<file path="src/rtl/core/u2a_pkg.sv">
// u2a_pkg: shared types and the latin transliteration table for the
// utf-8 to ascii transliterator. no dependencies.
package u2a_pkg;

  typedef struct packed {
    logic [1:0] skip_remaining;
    logic       expect_second;
    logic       halted;
  } state_t;

  typedef struct packed {
    logic [6:0] out_char;
    logic       char_valid;
    logic       last_result;
  } res_t;

  typedef struct packed {
    logic [1:0] count;
    res_t       r0;
    res_t       r1;
  } dec_t;

  localparam logic [6:0] NO_CHAR = 7'h00;

  // returns {first, second}; second is NO_CHAR for single-character entries
  function automatic logic [13:0] xlat(input logic [5:0] idx);
    logic [13:0] e;
    unique case (idx)
      6'd0, 6'd1, 6'd2, 6'd3, 6'd5: e = {7'h41, NO_CHAR};
      6'd4:                          e = {7'h41, 7'h65};
      6'd6:                          e = {7'h41, 7'h45};
      6'd7:                          e = {7'h43, NO_CHAR};
      6'd8, 6'd9, 6'd10, 6'd11:      e = {7'h45, NO_CHAR};
      6'd12, 6'd13, 6'd14, 6'd15:    e = {7'h49, NO_CHAR};
      6'd16:                         e = {7'h44, NO_CHAR};
      6'd17:                         e = {7'h4E, NO_CHAR};
      6'd18, 6'd19, 6'd20, 6'd21,
      6'd24:                         e = {7'h4F, NO_CHAR};
      6'd22:                         e = {7'h4F, 7'h65};
      6'd23:                         e = {7'h2A, NO_CHAR};
      6'd25, 6'd26, 6'd27:           e = {7'h55, NO_CHAR};
      6'd28:                         e = {7'h55, 7'h65};
      6'd29:                         e = {7'h59, NO_CHAR};
      6'd30:                         e = {7'h50, NO_CHAR};
      6'd31:                         e = {7'h73, 7'h73};
      6'd32, 6'd33, 6'd34, 6'd35,
      6'd37:                         e = {7'h61, NO_CHAR};
      6'd36, 6'd38:                  e = {7'h61, 7'h65};
      6'd39:                         e = {7'h63, NO_CHAR};
      6'd40, 6'd41, 6'd42, 6'd43:    e = {7'h65, NO_CHAR};
      6'd44, 6'd45, 6'd46, 6'd47:    e = {7'h69, NO_CHAR};
      6'd48:                         e = {7'h64, NO_CHAR};
      6'd49:                         e = {7'h6E, NO_CHAR};
      6'd50, 6'd51, 6'd52, 6'd53,
      6'd56:                         e = {7'h6F, NO_CHAR};
      6'd54:                         e = {7'h6F, 7'h65};
      6'd55:                         e = {7'h2F, NO_CHAR};
      6'd57, 6'd58, 6'd59:           e = {7'h75, NO_CHAR};
      6'd60:                         e = {7'h75, 7'h65};
      6'd61, 6'd63:                  e = {7'h79, NO_CHAR};
      6'd62:                         e = {7'h70, NO_CHAR};
      default:                       e = {NO_CHAR, NO_CHAR};
    endcase
    return e;
  endfunction

endpackage

</file>
<file path="src/rtl/core/u2a_in_if.sv">
// u2a_in_if: valid/ready channel carrying one utf-8 text byte per transaction.
// no dependencies.
interface u2a_in_if;
  logic       valid;
  logic       ready;
  logic [7:0] text_byte;
  logic       last_byte;

  modport source(output valid, output text_byte, output last_byte, input ready);
  modport sink(input valid, input text_byte, input last_byte, output ready);
endinterface

</file>
<file path="src/rtl/core/u2a_out_if.sv">
// u2a_out_if: valid/ready channel carrying one ascii result per transaction.
// no dependencies.
interface u2a_out_if;
  logic       valid;
  logic       ready;
  logic [6:0] out_char;
  logic       char_valid;
  logic       last_result;

  modport source(output valid, output out_char, output char_valid, output last_result,
                 input ready);
  modport sink(input valid, input out_char, input char_valid, input last_result,
               output ready);
endinterface

</file>
<file path="src/rtl/core/u2a_decode.sv">
// u2a_decode: combinational utf-8 byte decoder, gives up to two results and
// the next decoder state. depends on u2a_pkg.
module u2a_decode (
  input  logic [7:0]      text_byte,
  input  logic            last_byte,
  input  u2a_pkg::state_t state,
  output u2a_pkg::state_t state_next,
  output u2a_pkg::dec_t   dec
);

  logic [13:0] entry;
  logic [1:0]  n;
  logic [6:0]  c0;
  logic [6:0]  c1;

  assign entry = u2a_pkg::xlat(text_byte[5:0]);

  always_comb begin
    state_next = state;
    n          = 2'd0;
    c0         = u2a_pkg::NO_CHAR;
    c1         = u2a_pkg::NO_CHAR;
    priority if (state.halted) begin
      // consume silently
    end else if (text_byte == 8'h00) begin
      state_next.halted         = 1'b1;
      state_next.skip_remaining = 2'd0;
      state_next.expect_second  = 1'b0;
    end else if (state.skip_remaining != 2'd0) begin
      state_next.skip_remaining = state.skip_remaining - 2'd1;
    end else if (state.expect_second) begin
      state_next.expect_second = 1'b0;
      if (text_byte[7:6] == 2'b10) begin
        c0 = entry[13:7];
        c1 = entry[6:0];
        n  = (entry[6:0] != u2a_pkg::NO_CHAR) ? 2'd2 : 2'd1;
      end
    end else if (!text_byte[7]) begin
      c0 = text_byte[6:0];
      n  = 2'd1;
    end else if (text_byte[7:5] == 3'b110) begin
      state_next.expect_second = 1'b1;
    end else if (text_byte[7:4] == 4'b1110) begin
      state_next.skip_remaining = 2'd2;
    end else if (text_byte[7:3] == 5'b11110) begin
      state_next.skip_remaining = 2'd3;
    end else begin
      state_next.halted = 1'b1;
    end

    if (last_byte) begin
      state_next = '0;
    end

    dec.r0.out_char    = c0;
    dec.r0.char_valid  = (n != 2'd0);
    dec.r0.last_result = last_byte && (n != 2'd2);
    dec.r1.out_char    = c1;
    dec.r1.char_valid  = 1'b1;
    dec.r1.last_result = last_byte;
    // end-only result when the final byte carries no character
    dec.count = (last_byte && n == 2'd0) ? 2'd1 : n;
  end

endmodule

</file>
<file path="src/rtl/core/utf8_to_ascii_transliterator_unit.sv">
// utf8_to_ascii_transliterator_unit: top level, input register, decoder,
// output register with a holding slot. depends on u2a_pkg, u2a_in_if,
// u2a_out_if and u2a_decode.
// the first result passes through the input register, then the result
// register. throughput: one byte per cycle while the output accepts; a
// byte that expands to two characters holds off the next result-bearing
// byte until the single result register takes the held second character.
// synchronous active-high reset clears the decoder state and all valid flags.
module utf8_to_ascii_transliterator_unit (
  input  logic clk,
  input  logic rst,
  u2a_in_if.sink    text_in,
  u2a_out_if.source char_out
);

  logic            a_valid;
  logic [7:0]      a_byte;
  logic            a_last;
  u2a_pkg::state_t state;
  u2a_pkg::state_t state_next;
  u2a_pkg::dec_t   dec;
  logic            out_valid;
  u2a_pkg::res_t   out_res;
  logic            hold_valid;
  u2a_pkg::res_t   hold_res;
  logic            out_free;
  logic            a_move;

  u2a_decode u_decode (
    .text_byte  (a_byte),
    .last_byte  (a_last),
    .state      (state),
    .state_next (state_next),
    .dec        (dec)
  );

  assign out_free = !out_valid || char_out.ready;
  // a byte with no result leaves even when the output side is stalled
  assign a_move   = a_valid && ((dec.count == 2'd0) || (!hold_valid && out_free));

  assign text_in.ready        = !a_valid || a_move;
  assign char_out.valid       = out_valid;
  assign char_out.out_char    = out_res.out_char;
  assign char_out.char_valid  = out_res.char_valid;
  assign char_out.last_result = out_res.last_result;

  always_ff @(posedge clk) begin
    if (rst) begin
      a_valid    <= 1'b0;
      out_valid  <= 1'b0;
      hold_valid <= 1'b0;
      state      <= '0;
    end else begin
      if (text_in.valid && text_in.ready) begin
        a_valid <= 1'b1;
        a_byte  <= text_in.text_byte;
        a_last  <= text_in.last_byte;
      end else if (a_move) begin
        a_valid <= 1'b0;
      end

      if (a_move) begin
        state <= state_next;
      end

      if (out_free) begin
        if (hold_valid) begin
          out_res    <= hold_res;
          out_valid  <= 1'b1;
          hold_valid <= 1'b0;
        end else if (a_move && dec.count != 2'd0) begin
          out_res   <= dec.r0;
          out_valid <= 1'b1;
          if (dec.count == 2'd2) begin
            hold_res   <= dec.r1;
            hold_valid <= 1'b1;
          end
        end else begin
          out_valid <= 1'b0;
        end
      end
    end
  end

endmodule

</file>
<file path="src/flat_wrapper.sv">
// flat-port wrapper written by rule: the top's interface ports become plain ports
module utf8_to_ascii_transliterator_unit_flat 
  (clk, rst, text_in_valid, text_in_text_byte, text_in_last_byte, text_in_ready, char_out_valid, char_out_out_char, char_out_char_valid, char_out_last_result, char_out_ready);
  u2a_in_if text_in_i ();
  u2a_out_if char_out_i ();
  input  logic clk;
  input  logic rst;
  input wire logic [$bits(text_in_i.valid)-1:0] text_in_valid;
  input wire logic [$bits(text_in_i.text_byte)-1:0] text_in_text_byte;
  input wire logic [$bits(text_in_i.last_byte)-1:0] text_in_last_byte;
  output wire logic [$bits(text_in_i.ready)-1:0] text_in_ready;
  output wire logic [$bits(char_out_i.valid)-1:0] char_out_valid;
  output wire logic [$bits(char_out_i.out_char)-1:0] char_out_out_char;
  output wire logic [$bits(char_out_i.char_valid)-1:0] char_out_char_valid;
  output wire logic [$bits(char_out_i.last_result)-1:0] char_out_last_result;
  input wire logic [$bits(char_out_i.ready)-1:0] char_out_ready;
  assign text_in_i.valid = text_in_valid;
  assign text_in_i.text_byte = text_in_text_byte;
  assign text_in_i.last_byte = text_in_last_byte;
  assign text_in_ready = text_in_i.ready;
  assign char_out_valid = char_out_i.valid;
  assign char_out_out_char = char_out_i.out_char;
  assign char_out_char_valid = char_out_i.char_valid;
  assign char_out_last_result = char_out_i.last_result;
  assign char_out_i.ready = char_out_ready;
  utf8_to_ascii_transliterator_unit u_core (.clk(clk), .rst(rst), .text_in(text_in_i), .char_out(char_out_i));
endmodule
</file>
<file path="config.mk">
export PLATFORM = sky130hd
export DESIGN_NAME = utf8_to_ascii_transliterator_unit_flat
export DESIGN_NICKNAME = d
export VERILOG_FILES = /design/src/rtl/core/u2a_pkg.sv /design/src/rtl/core/u2a_in_if.sv /design/src/rtl/core/u2a_out_if.sv /design/src/rtl/core/u2a_decode.sv /design/src/rtl/core/utf8_to_ascii_transliterator_unit.sv /design/src/flat_wrapper.sv
export SDC_FILE = /design/constraint.sdc
export NUM_CORES = 1
export LEC_CHECK = 0
export BUFFER_PORTS_ARGS = -buffer_cell sky130_fd_sc_hd__buf_2
export CAP_MARGIN = 20
export CORE_AREA = 4 4 71 73
export DETAILED_ROUTE_END_ITERATION = 12
export DIE_AREA = 0 0 75 77
export HOLD_SLACK_MARGIN = 0.06
export PLACE_DENSITY_LB_ADDON = 0.12
export SYNTH_ARGS = -nofsm -noshare
export SYNTH_HDL_FRONTEND = slang
export SYNTH_SLANG_ARGS = --single-unit
</file>
<file path="constraint.sdc">
create_clock -name clk -period 4.09 [get_ports clk]
set_input_delay 1.227 -clock clk [delete_from_list [all_inputs] [get_ports clk]]
set_output_delay 1.227 -clock clk [all_outputs]
set_load 0.01 [all_outputs]
</file>
# Yosys cells after proc, flatten, opt, wreduce, memory -nomap -nowiden
# Memory sizes are Yosys's and may differ from the RTL's. A register that Yosys moved wholly into a read port is not among the register bits.
# Cells that the tools add are included.
dict set report totals {
  reg_bits 33
  romBits 832
  input_bits 13
  out_inout_bits 11
  wordCells 98
  memories 1
}
# memory words word_bits read_ports rd_ports_with_merged_regs write_ports line
set mem_list {}
lappend mem_list {{(no name shown)} 64 13 1 1 0 u2a_pkg.sv:28} ;# unique case (idx)
dict set report classes {
  n_addsub 1
  eq_ne 10
  mux 40
  bitwise_logic 4
  reduce_logical 29
}
# operator count
set ops {}
lappend ops {{two-way mux 7 bit} 6}
lappend ops {{two-way mux 2 bit} 13}
lappend ops {{two-way mux 9 bit} 2}
lappend ops {{two-way mux 4 bit} 4}
lappend ops {{two-way mux 1 bit} 14}
lappend ops {{nonzero test 2 bit} 5}
lappend ops {{zero test 8 bit} 1}
lappend ops {{!= test 4 x 3 -> 1 bit (second input constant)} 2}
lappend ops {{nonzero test 7 bit} 1}
lappend ops {{logical AND 1 bit} 6}
lappend ops {{two-way mux 6 bit} 1}
lappend ops {{AND reduction 3 bit} 2}
lappend ops {{AND reduction 6 bit} 1}
lappend ops {{equality test 5 bit (second input constant)} 1}
lappend ops {{AND reduction 5 bit} 1}
lappend ops {{nonzero test 5 bit} 1}
lappend ops {{OR reduction 5 bit} 1}
lappend ops {{equality test 2 bit (second input constant)} 2}
lappend ops {{equality test 4 bit (second input constant)} 1}
lappend ops {{zero test 2 bit} 2}
lappend ops {{NOT 1 bit} 4}
lappend ops {{nonzero test 4 bit} 1}
lappend ops {{equality test 3 bit (second input constant)} 1}
lappend ops {{zero test 1 bit} 3}
lappend ops {{6 further kinds} 8}

# Depth between registers and ports, before layout
# Gate-level depths: netlist (run 1).
dict set report depth {
  word_depth 17
  depth_mapped 14
  ltp_nobuf 12
}

# Cells and area by module
# From an unflattened synthesis (run 1), not the netlist that was laid out.
dict set report unflattened {
  cells_unflattened 185
  area_unflattened_um2 1991.9
}
# module instances cells_each area_per_inst_um2 seq_area_each_um2
set by_module_without_submodules {}
lappend by_module_without_submodules {utf8_to_ascii_transliterator_unit 1 75 1267.5 950.9}
lappend by_module_without_submodules {u2a_decode 1 110 724.4 0.0}

# Least setup slack after synthesis (run 1)
# Ideal clock, no wire load.
dict set report synth_timing {
  kind {input to register}
  start {in char_out_ready}
  end {reg u_core.u_decode.entry[8] (netlist name)}
  setup_ps 122
  arrival_ps 3550
  required_time_ps 3968
  slack_ps 419
  stages 12
  path_buffers 1
  cell_sequence {nor2b_1 o21ai_0 o2111ai_4 clkinv_2 buf_4 mux2i_1 ha_1 inv_1 or3_1 and3_1 a311oi_1 nor2_1}
}
dict set report synth_between {
  elab_chain_cells 8
}
# item line
set synth_rtl {}
lappend synth_rtl {{from (decl)} flat_wrapper.sv:16} ;# input wire logic [$bits(char_out_i.ready)-1:0] char_out_ready;
lappend synth_rtl {{logical OR 1 bit} utf8_to_ascii_transliterator_unit.sv:37} ;# assign out_free = !out_valid || char_out.ready;
lappend synth_rtl {{logical AND 1 bit} utf8_to_ascii_transliterator_unit.sv:39} ;# assign a_move = a_valid && ((dec.count == 2'd0) || (!hold_valid && out_free));
lappend synth_rtl {{logical OR 1 bit} utf8_to_ascii_transliterator_unit.sv:39}
lappend synth_rtl {{logical AND 1 bit} utf8_to_ascii_transliterator_unit.sv:39}
lappend synth_rtl {{logical OR 1 bit} utf8_to_ascii_transliterator_unit.sv:41} ;# assign text_in.ready = !a_valid || a_move;
lappend synth_rtl {{logical AND 1 bit} utf8_to_ascii_transliterator_unit.sv:54} ;# if (text_in.valid && text_in.ready) begin
lappend synth_rtl {{AND reduction 2 bit (no source line)} --}
lappend synth_rtl {{two-way mux 6 bit (no source line)} --}
# No other way between the ends.
# A chain may end at the register's enable or synchronous reset.

# Worst setup path after layout (run 1)
dict set report layout_timing {
  start {reg u_core.a_byte[1]}
  end {out text_in_ready}
}
dict set report layout_between {
  elab_chain_cells 10
}
# item line
set layout_rtl {}
lappend layout_rtl {{from (decl)} utf8_to_ascii_transliterator_unit.sv:17} ;# logic [7:0] a_byte;
lappend layout_rtl {{from (signal assigned)} utf8_to_ascii_transliterator_unit.sv:56} ;# a_byte <= text_in.text_byte;
lappend layout_rtl {{zero test 8 bit *} u2a_decode.sv:25} ;# end else if (text_byte == 8'h00) begin
lappend layout_rtl {{two-way mux 2 bit *} u2a_decode.sv:25}
lappend layout_rtl {{two-way mux 2 bit *} u2a_decode.sv:23} ;# priority if (state.halted) begin
lappend layout_rtl {{zero test 2 bit} u2a_decode.sv:62} ;# dec.count = (last_byte && n == 2'd0) ? 2'd1 : n;
lappend layout_rtl {{logical AND 1 bit} u2a_decode.sv:62}
lappend layout_rtl {{two-way mux 2 bit *} u2a_decode.sv:62}
lappend layout_rtl {{zero test 2 bit *} utf8_to_ascii_transliterator_unit.sv:39}
lappend layout_rtl {{logical OR 1 bit *} utf8_to_ascii_transliterator_unit.sv:39}
lappend layout_rtl {{logical AND 1 bit *} utf8_to_ascii_transliterator_unit.sv:39}
lappend layout_rtl {{logical OR 1 bit *} utf8_to_ascii_transliterator_unit.sv:41}
lappend layout_rtl {{to (decl)} flat_wrapper.sv:11} ;# output wire logic [$bits(text_in_i.ready)-1:0] text_in_ready;
# Mark *: on every way between the ends. The rest lies on a longest branch, timed or not.

==> impl_metrics.ini, run 1 <==
[outcome]
run_status = finished clean

[setup_path]
worst_setup_path_end_kind = output pin
crit_fanout = 12
r2r-end = u_core.u_decode.entry[8]$_DFF_P_
cp_data_arrival_time_ns = 2.33
r2r_slack_ns = 0.70
worstPathRequired_ns = 2.86
reg2reg_depth = 11
cp-start-kind = flop
r2r-start = u_core.a_byte[1]$_DFFE_PN_
path_class = flop to output pin

[sta]
slew_headroom_pct = 59.02
clock_skew_ns = 0.004310
final_hold_viol_count = 0
tns_ns = 0
fmax_mhz = 280.8
setup_viol = 0
tightest_slew_ns = 0.6124
rsz0062_at_grt = no
maxSlewViolCount = 0
finalCriticalPeriod_ns = 3.561
fin_crit_sh_pct = 87.07
whs_ns = 0.5260

[clocking]
clkLatencyLatePin_ns = 0.29
clkSinkCount = 41
clockBufferDepth = 2
cts_tree = done
post-cts-setup-buffer-count = 0
htreeDepth = 2
cts_buffers = 5
postCtsHoldBufs = 0
post_cts_resized = 0
root_buffer = clkbuf_8
clkSlewWorstSetupHoldPaths_ns = 0.08

[place]
gp_congestion = 0.8483
hpwl_mm = 3.626
port_buffers = 23

[synthesis]
avgSynthCellArea_um2 = 9.270
synthesis.nets = 268
synth_seq_area_share_pct = 44.99
synth_flop_cell = edfxtp_1
synth_top_area_cell = edfxtp_1
synthesis.area_um2 = 2336
synth.area.top_cells = edfxtp_1 30%, dfxtp_1 15%, a21oi_1 4.5%, nand2_1 3.7%, o21ai_0 3.6%
synth-edff-count = 23
syn-instance-count = 252
synth-seq-cells = 41
yosysUniqueCellTypes = 52
synth.top_cell.area_share_pct = 29.57
async_reset_ff_share_pct = 0
ys_warn_count = 0

[global_route]
grt_max_degree = 19
track_usage_pct = 17.99
antenna_found_initial = 0
grt_pass1_wl_mm = 8.128
grt_pass1_vias = 1684
grt_remaining_overflow = 0

[pwr]
powerDensity_nw_per_um2 = 341.8
peakVddDrop_uv = 213.4
leakage_nw = 0.9703

[layout]
drive_above_1_share_pct = 17.58
diodes = 0
nets = 288
syn2layout_area_growth_pct = 11.41

[min_path]
min_to = u_core.state[1]$_SDFFE_PP0P_
worstHoldStart = u_core.state[1]$_SDFFE_PP0P_
min_path_type = flop to flop
min_path_cells = 2

[route]
drt_first_pass_iters = 4
wl_per_cell_um = 15.35
drc = 0
final_antenna_net_count = 0
wl_mm = 4.989
post_drt_via_cell_ratio = 5.951
vias = 1934
drt_iter0_drc = 122

[flow_run]
maxCapViolCount = 0

[floorplan]
pin_count = 24
start_util_pct = 53.65
die_area_um2 = 5775
rows = 24
core_um2 = 4354
die_x_um = 75
die_y_um = 77
layer usage:
metal  track usage (%)  part of all wire (%)
met1             26.40                    48
met2             26.48                    46
met3             4.052                   5.0
met4             4.626                  0.96
met5                 0                     0
area by class of cell:
| class | count | area [um2] |
|---|---|---|
| repair buffers | 31 | 175.2 |
| clock buffers | 6 | 72.57 |
| clock inverters | 2 | 33.78 |
| flip-flops and latches | 41 | 1051 |
| multi-input cells | 184 | 1170 |
| well taps | 52 | 65.06 |
| fillers | 390 | 1752 |
| inverters | 9 | 35.03 |
cell usage after synthesis (all sizes together), types with 4 or more instances:
cell and number:
nand3 5, a31oi 4, a21oi 21, dfxtp 18
nor3 9, nor4 4, o21ai 17, o31ai 4
and3 5, a311oi 4, nor2 20, mux2i 6
nand2 23, nor2b 7, nand2b 5, a22oi 7
a211oi 4, edfxtp 23, clkbuf 15, inv 8
or4 4
where the power goes:
| part | total, mW | internal [mW] | switching [mW] |
|---|---|---|---|
| registers | 0.463 | 0.451 | 0.0119 |
| logic | 0.114 | 0.0451 | 0.0689 |
| clock network | 0.312 | 0.180 | 0.132 |
| total | 0.890 | 0.677 | 0.213 |
flip-flops by register name, indices dropped and copies added (netlist names):
signal,count
u_core.a_byte,8
u_core.a_last,1
u_core.a_valid,1
u_core.char_out.char_valid,1
u_core.char_out.last_result,1
u_core.char_out.out_char,7
u_core.char_out.valid,1
u_core.hold_res,5
u_core.hold_valid,1
u_core.state,4
u_core.u_decode.entry,11
cells by family (layout without fill, tap and decap cells):
logic type | after synthesis | count (layout) | synth area share, %
multiplexers | 7 | 7 | 3.053
adder cells (fa/ha/maj) | 3 | 3 | 1.607
flip-flops | 41 | 41 | 44.99
AO/OA/AOI/OAI | 79 | 79 | 24.21
AND/OR/NAND/NOR | 93 | 93 | 20.46
XOR/XNOR | 2 | 2 | 0.7500
buffers and inverters | 27 | 48 | 4.927
through the flow:
step	instance area, um2	setup slack, ns	utilization, %	cells	power (mW)
final	2603	0.5289	59.77	325	0.8896
after global routing	2603	0.4417	59.77	325	0.9315
after CTS	2603	0.5414	59.77	325	0.8957
after detailed placement	2496	0.3908	57.33	317	0.5856
after global placement	2496	0.4892	57.33	317	0.5850
after floorplan	2336	0.4187	-	252	0.5511
layout by cell type, fill, tap and decap left out, types with 2 or more instances in the layout:
cell type and count:
nand2_1 23, buf_2 23, edfxtp_1 23, a21oi_1 21, nor2_1 20, dfxtp_1 18, o21ai_0 17, nor3_1 9
inv_1 8, buf_4 8, nor2b_1 7, a22oi_1 7, mux2i_1 6, nand2b_1 5, nand3_1 5, and3_1 5
clkbuf_8 5, o31ai_1 4, a31oi_1 4, a311oi_1 4, a211oi_1 4, nor4_1 4, or4_1 3, a41oi_1 3
nand3b_1 3, ha_1 3, a31o_2 2, nor3b_1 2, o211a_1 2
worst max path at each step:
stage | from | slack, ns | depth (start not counted) | to
finish | u_core.a_byte[1]$_DFFE_PN_ | 0.53 | 5 | text_in_ready
global route | u_core.a_byte[1]$_DFFE_PN_ | 0.44 | 5 | text_in_ready
CTS | u_core.a_byte[1]$_DFFE_PN_ | 0.54 | 5 | text_in_ready
detailed placement | char_out_ready | 0.39 | 12 | u_core.u_decode.entry[8]$_DFF_P_
global placement | char_out_ready | 0.49 | 12 | u_core.u_decode.entry[8]$_DFF_P_
floorplan | char_out_ready | 0.42 | 12 | u_core.u_decode.entry[8]$_DFF_P_
critical path: stages (launching register included):
cell      delay (ns)
edfxtp_1        0.59
or4_4           0.63
o221ai_4        0.31
or2b_1          0.28
nand3b_1        0.11
buf_2           0.14
Power figures use the tool's default switching activity.
==> run 2, diff against run 1 <==
- CORE_AREA: 4 4 71 73 -> 4 4 66 68
- DIE_AREA: 0 0 75 77 -> 0 0 70 72
- SYNTH_HIERARCHICAL: default -> 1
==> run 2 against run 1 <==
  * Area after synthesis is 15% lower
  * Combinational power is 43% lower
  * Sequential cell count is 7 lower
  * Non-clock buffer count is 5 lower
  * Clock skew is 0.0031 ns higher
  * Clock power is 25% lower
  * Core utilization is 2.4 points lower
  * Global-route usage is 0.97 points lower
  * Critical endpoint unchanged
  * Clock-buffer cell count stayed put
  * Largest power group unchanged
==> impl_metrics.ini, run 2 <==
[sta]
setup_viol = 0
finalCriticalPeriod_ns = 3.883
fmax_mhz = 257.6
final_hold_viol_count = 0
tightest_slew_ns = 0.6914
fin_crit_sh_pct = 94.93
fin_ws_ns = 0.2074
rsz0062_at_grt = no
slew_headroom_pct = 53.74
tns_ns = 0
clock_skew_ns = 0.007444
maxSlewViolCount = 0

[route]
final_antenna_net_count = 0
post_drt_via_cell_ratio = 5.646
drt_first_pass_iters = 4
wl_per_cell_um = 15.16
wl_mm = 3.896
vias = 1451
drc = 0
drt_iter0_drc = 109

[place]
placed_area_um2 = 2123
gp_congestion = 0.8690
port_buffers = 23
place_inst = 249
hpwl_mm = 2.926
dp_slack_ns = 0.5298

[layout]
layout_common_cells = 27 x edfxtp_1, 23 x buf_2, 14 x nand2b_1
postLayoutCoreUtil_pct = 57.33
final_common_cell = edfxtp_1
nets = 223
syn2layout_area_growth_pct = 10.99
fin_area_um2 = 2211
largest_reg_flops = 9
diodes = 0
top_register = u_core/hold_res
final_cells = 257
drive_above_1_share_pct = 25.60

[setup_path]
cp-start-kind = flop
crit_fanout = 8
cp_data_arrival_time_ns = 2.66
worstPathRequired_ns = 2.86
reg2reg_depth = 8
path_cells = inv_1, ha_1, nor4b_2, a211o_4, o21ba_1, a21oi_2, o21a_1, o21ai_0, buf_2
worst_path_max_delay_cell = nor4b_2
r2r-start = u_core/a_byte[1]$_DFFE_PP_
path_class = flop to output pin
slowest_delay_ns = 0.48
worst-path-buf-inv = 2
r2r-end = u_core/hold_res[5]$_DFFE_PP_
r2r_slack_ns = 0.80
path_delay_family = compound AO/OA/AOI/OAI gates
worst_setup_path_end_kind = output pin

[clocking]
cts_buffers = 5
clockBufferDepth = 2
clkSinkCount = 34
htreeDepth = 2
cts_tree = done
post-cts-setup-buffer-count = 0
root_buffer = clkbuf_8
clkSlewWorstSetupHoldPaths_ns = 0.07
clkLatencyLatePin_ns = 0.29

[outcome]
run_status = finished clean

[synthesis]
synth_flop_cell = edfxtp_1
synth.most_common_cell = edfxtp_1
avgSynthCellArea_um2 = 10.77
synth.area.top_cells = edfxtp_1 41%, dfxtp_1 7.0%, mux2_2 5.1%, nand2b_1 4.4%, a21oi_1 3.0%
yosysUniqueCellTypes = 52
synthesis.area_um2 = 1992
ys_warn_count = 6
synth_top_area_cell = edfxtp_1
async_reset_ff_share_pct = 0
synthesis.nets = 202
syn-instance-count = 185
synth.top_cells.by_count = 27 x edfxtp_1, 14 x nand2b_1, 13 x nor2_1
synth_seq_area_share_pct = 47.74
synth.top_cell.area_share_pct = 40.70
synth-edff-count = 27
synth-seq-cells = 34

[min_path]
min_path_type = flop to flop
min_path_cells = 2
min_to = u_core/state[3]$_SDFFE_PP0P_
worstHoldStart = u_core/state[3]$_SDFFE_PP0P_

[flow_run]
maxCapViolCount = 0

[floorplan]
die_y_um = 72
pin_count = 24
start_util_pct = 51.65
core_um2 = 3856
rows = 23
die_x_um = 70
die_area_um2 = 5040

[pwr]
powerDensity_nw_per_um2 = 312.0
peakVddDrop_uv = 154.2
leakage_nw = 0.8044

[global_route]
grt_pass1_vias = 1410
grt_remaining_overflow = 0
track_usage_pct = 17.03
grt_pass1_wl_mm = 6.637
antenna_found_initial = 0
grt_max_degree = 19
run 2: cell families (layout without fill, tap and decap cells):
family | Yosys count | count (layout) | synth area share (%)
AND/OR/NAND/NOR | 65 | 65 | 19.79
AO/OA/AOI/OAI | 45 | 45 | 16.83
flip-flops | 34 | 34 | 47.74
buffers and inverters | 21 | 43 | 5.151
multiplexers | 14 | 14 | 7.601
adder cells (fa/ha/maj) | 4 | 4 | 2.513
other | 2 | 2 | 0.3770
run 2: timing repair:
item,in CTS,in global routing
resized for setup,0,1
hold buffers,0,0
setup endpoints to repair,0,1
run 2: final cells by class:
cell class | instances | area, um2
fill | 347 | 1645
sequential | 34 | 950.9
multi-input combinational | 130 | 944.7
timing repair buffer | 26 | 137.6
clock buffer | 6 | 72.57
tap | 50 | 62.56
inverter | 9 | 33.78
clock inverter | 2 | 8.758
run 2: worst max path at each step:
stage | from | end | slack [ns] | cells past startpoint
finish | u_core/a_byte[1]$_DFFE_PP_ | text_in_ready | 0.21 | 9
detailed placement | u_core/a_byte[1]$_DFFE_PP_ | text_in_ready | 0.53 | 9
global placement | u_core/a_byte[0]$_DFFE_PP_ | text_in_ready | 0.63 | 9
global route | u_core/a_byte[1]$_DFFE_PP_ | text_in_ready | 0.004 | 9
CTS | u_core/a_byte[1]$_DFFE_PP_ | text_in_ready | 0.20 | 9
floorplan | u_core/a_byte[0]$_DFFE_PP_ | text_in_ready | 0.93 | 8
run 2: metal layers:
| metal | routed length (um) | global-route usage (%) | up-vias |
|---|---|---|---|
| met5 | 0 | 0 | - |
| met2 | 1890 | 29.07 | 53 |
| met3 | 243 | 5.125 | 10 |
| met4 | 72 | 5.957 | 0 |
| li1 | - | - | 718 |
| met1 | 1689 | 20.59 | 670 |
run 2: tightest hold or removal path, delay by kind of cell, from the launching register on:
| family | cells | cell delay, ns |
|---|---|---|
| AND/OR/NAND/NOR | 1 | 0.08 |
| multiplexers | 1 | 0.05 |
| flip-flops | 1 | 0.35 |
run 2: report_power, final:
part           internal, mW  switching [mW]
Sequential            0.381          0.0108
Clock                 0.117           0.116
Combinational        0.0310          0.0336
Total                 0.529           0.161
run 2: metrics by stage:
stage | hold slack, ns | power (mW)
detailed placement | 0.5186 | 0.4630
finish | 0.5263 | 0.6898
global placement | 0.5134 | 0.4630
CTS | 0.5308 | 0.6977
floorplan | 0.4592 | 0.4439
global route | 0.5708 | 0.7229
==> run 3, diff against run 2 <==
--- a/constraint.sdc
+++ b/constraint.sdc
@@ -3,2 +3,2 @@
 set_output_delay 1.227 -clock clk [all_outputs]
-set_load 0.01 [all_outputs]
+set_load 0.02 [all_outputs]
==> run 3 against run 2 <==
  * Total power up 0.55%
  * Sequential cell count unchanged
  * Sequential share of layout area shrank 0.17 points
  * Clock-buffer cell count unchanged
  * Sequential power about the same
  * Worst hold slack hardly changed
  * Combinational power rose by 3.9%
  * Core utilization rose by 0.23 points
  * Largest cell class is now multi-input combinational cells
  * Via count did not move
  * Non-clock buffer count unchanged
  * Clock skew up 0.0010 ns
  * Design area up 0.40%
==> impl_metrics.ini, run 3 (synthesized netlist as in run 2, its figures left out) <==
[route]
post_drt_via_cell_ratio = 5.646
drc = 0
drt_first_pass_iters = 5
wl_per_cell_um = 15.30
final_antenna_net_count = 0
vias = 1451
drt_iter0_drc = 116
wl_mm = 3.931

[setup_path]
worst_path_max_delay_cell = edfxtp_1
crit_start = u_core/a_byte[1]$_DFFE_PP_
r2r-start = u_core/a_byte[1]$_DFFE_PP_
crit_cells = 9
r2r_slack_ns = 0.90
cp_data_arrival_time_ns = 2.59
path_delay_family = compound AO/OA/AOI/OAI gates
worstPathRequired_ns = 2.86
cp-start-kind = flop
crit_fanout = 8
worst_setup_path_end_kind = output pin
path_class = flop to output pin
path_cells = inv_1, ha_1, nor4b_4, a211o_4, o21ba_1, a21oi_2, o21a_1, o21ai_0, buf_2
r2r-end = u_core/hold_res[5]$_DFFE_PP_
slowest_delay_ns = 0.43
endpoint = text_in_ready
worst-path-buf-inv = 2
reg2reg_depth = 8

[floorplan]
core_um2 = 3856
start_util_pct = 51.65
pin_count = 24
die_y_um = 72
rows = 23
die_area_um2 = 5040
die_x_um = 70

[clocking]
clockBufferDepth = 2
cts_tree = done
post_cts_resized = 0
post-cts-setup-buffer-count = 0
postCtsHoldBufs = 0
clkSinkCount = 34
htreeDepth = 2
root_buffer = clkbuf_8
cts_buffers = 5
clkLatencyLatePin_ns = 0.29
clkSlewWorstSetupHoldPaths_ns = 0.07

[flow_run]
maxCapViolCount = 0

[layout]
final_common_cell = edfxtp_1
syn2layout_area_growth_pct = 11.43
nets = 223
fillers = 346
top_register = u_core/hold_res
layout_common_cells = 27 x edfxtp_1, 23 x buf_2, 14 x nand2b_1
diodes = 0
largest_reg_flops = 9
drive_above_1_share_pct = 25.60
fin_area_um2 = 2220

[pwr]
peakVddDrop_uv = 156.0
finalPower_uw = 693.6
leakage_nw = 0.8083
powerDensity_nw_per_um2 = 312.5

[sta]
tightest_slew_ns = 0.6918
fin_crit_sh_pct = 93.31
setup_viol = 0
slew_headroom_pct = 53.71
fmax_mhz = 262.0
finalCriticalPeriod_ns = 3.816
tns_ns = 0
fin_ws_ns = 0.2738
maxSlewViolCount = 0
clock_skew_ns = 0.008461
rsz0062_at_grt = no
whs_ns = 0.5263
final_hold_viol_count = 0

[global_route]
track_usage_pct = 17.03
grt_pass1_vias = 1410
grt_pass1_wl_mm = 6.637
antenna_found_initial = 0
grt_max_degree = 19
grt_remaining_overflow = 0

[place]
gp_congestion = 0.8690
placed_area_um2 = 2123
port_buffers = 23
dp_slack_ns = 0.4962
hpwl_mm = 2.926

[outcome]
run_status = finished clean

[min_path]
min_path_type = flop to flop
## run 3: cell type report
class	instances	area [um2]	area share, %
Multi-Input combinational cell	130	953.4	42.95
Sequential cell	34	950.9	42.84
Timing Repair Buffer	26	137.6	6.201
Clock buffer	6	72.57	3.269
Tap cell	50	62.56	2.818
Inverter	9	33.78	1.522
Clock inverter	2	8.758	0.3946
## run 3: stage by stage
step | std cells | util [%]
2_1_floorplan | 185 | -
3_3_place_gp | 249 | 55.06
3_5_place_dp | 249 | 55.06
4_1_cts | 257 | 57.17
5_1_grt | 257 | 57.56
6_report | 257 | 57.56
## run 3: power breakdown
group | total [mW] | leakage, nW | internal, mW | switching (mW)
clock | 0.234 | 0.0426 | 0.117 | 0.117
sequential | 0.392 | 0.307 | 0.381 | 0.0113
combinational | 0.0671 | 0.459 | 0.0313 | 0.0358
## run 3: tightest hold or removal path, stage by stage, from the launching register on
cell	delay, ns
dfxtp_1	0.35
nand2b_1	0.08
mux2i_1	0.05
## run 3: worst min path at each step
stage | from | endpoint | slack [ns] | depth (start not counted)
after floorplan | u_core/state[1]$_SDFFE_PP0P_ | u_core/state[1]$_SDFFE_PP0P_ | 0.46 | 2
after global placement | u_core/state[3]$_SDFFE_PP0P_ | u_core/state[3]$_SDFFE_PP0P_ | 0.51 | 2
after detailed placement | u_core/state[3]$_SDFFE_PP0P_ | u_core/state[3]$_SDFFE_PP0P_ | 0.52 | 2
after CTS | u_core/state[3]$_SDFFE_PP0P_ | u_core/state[3]$_SDFFE_PP0P_ | 0.53 | 2
after global routing | u_core/hold_res[0]$_DFFE_PP_ | u_core/char_out.last_result$_DFFE_PP_ | 0.57 | 1
final | u_core/state[3]$_SDFFE_PP0P_ | u_core/state[3]$_SDFFE_PP0P_ | 0.53 | 2
## run 3: metal layers
layer	GRT usage (%)	vias up	wire length [um]
met4	5.957	0	65
li1	-	719	-
met1	20.59	676	1686
met5	0	-	0
met2	29.07	48	1928
met3	5.125	8	251
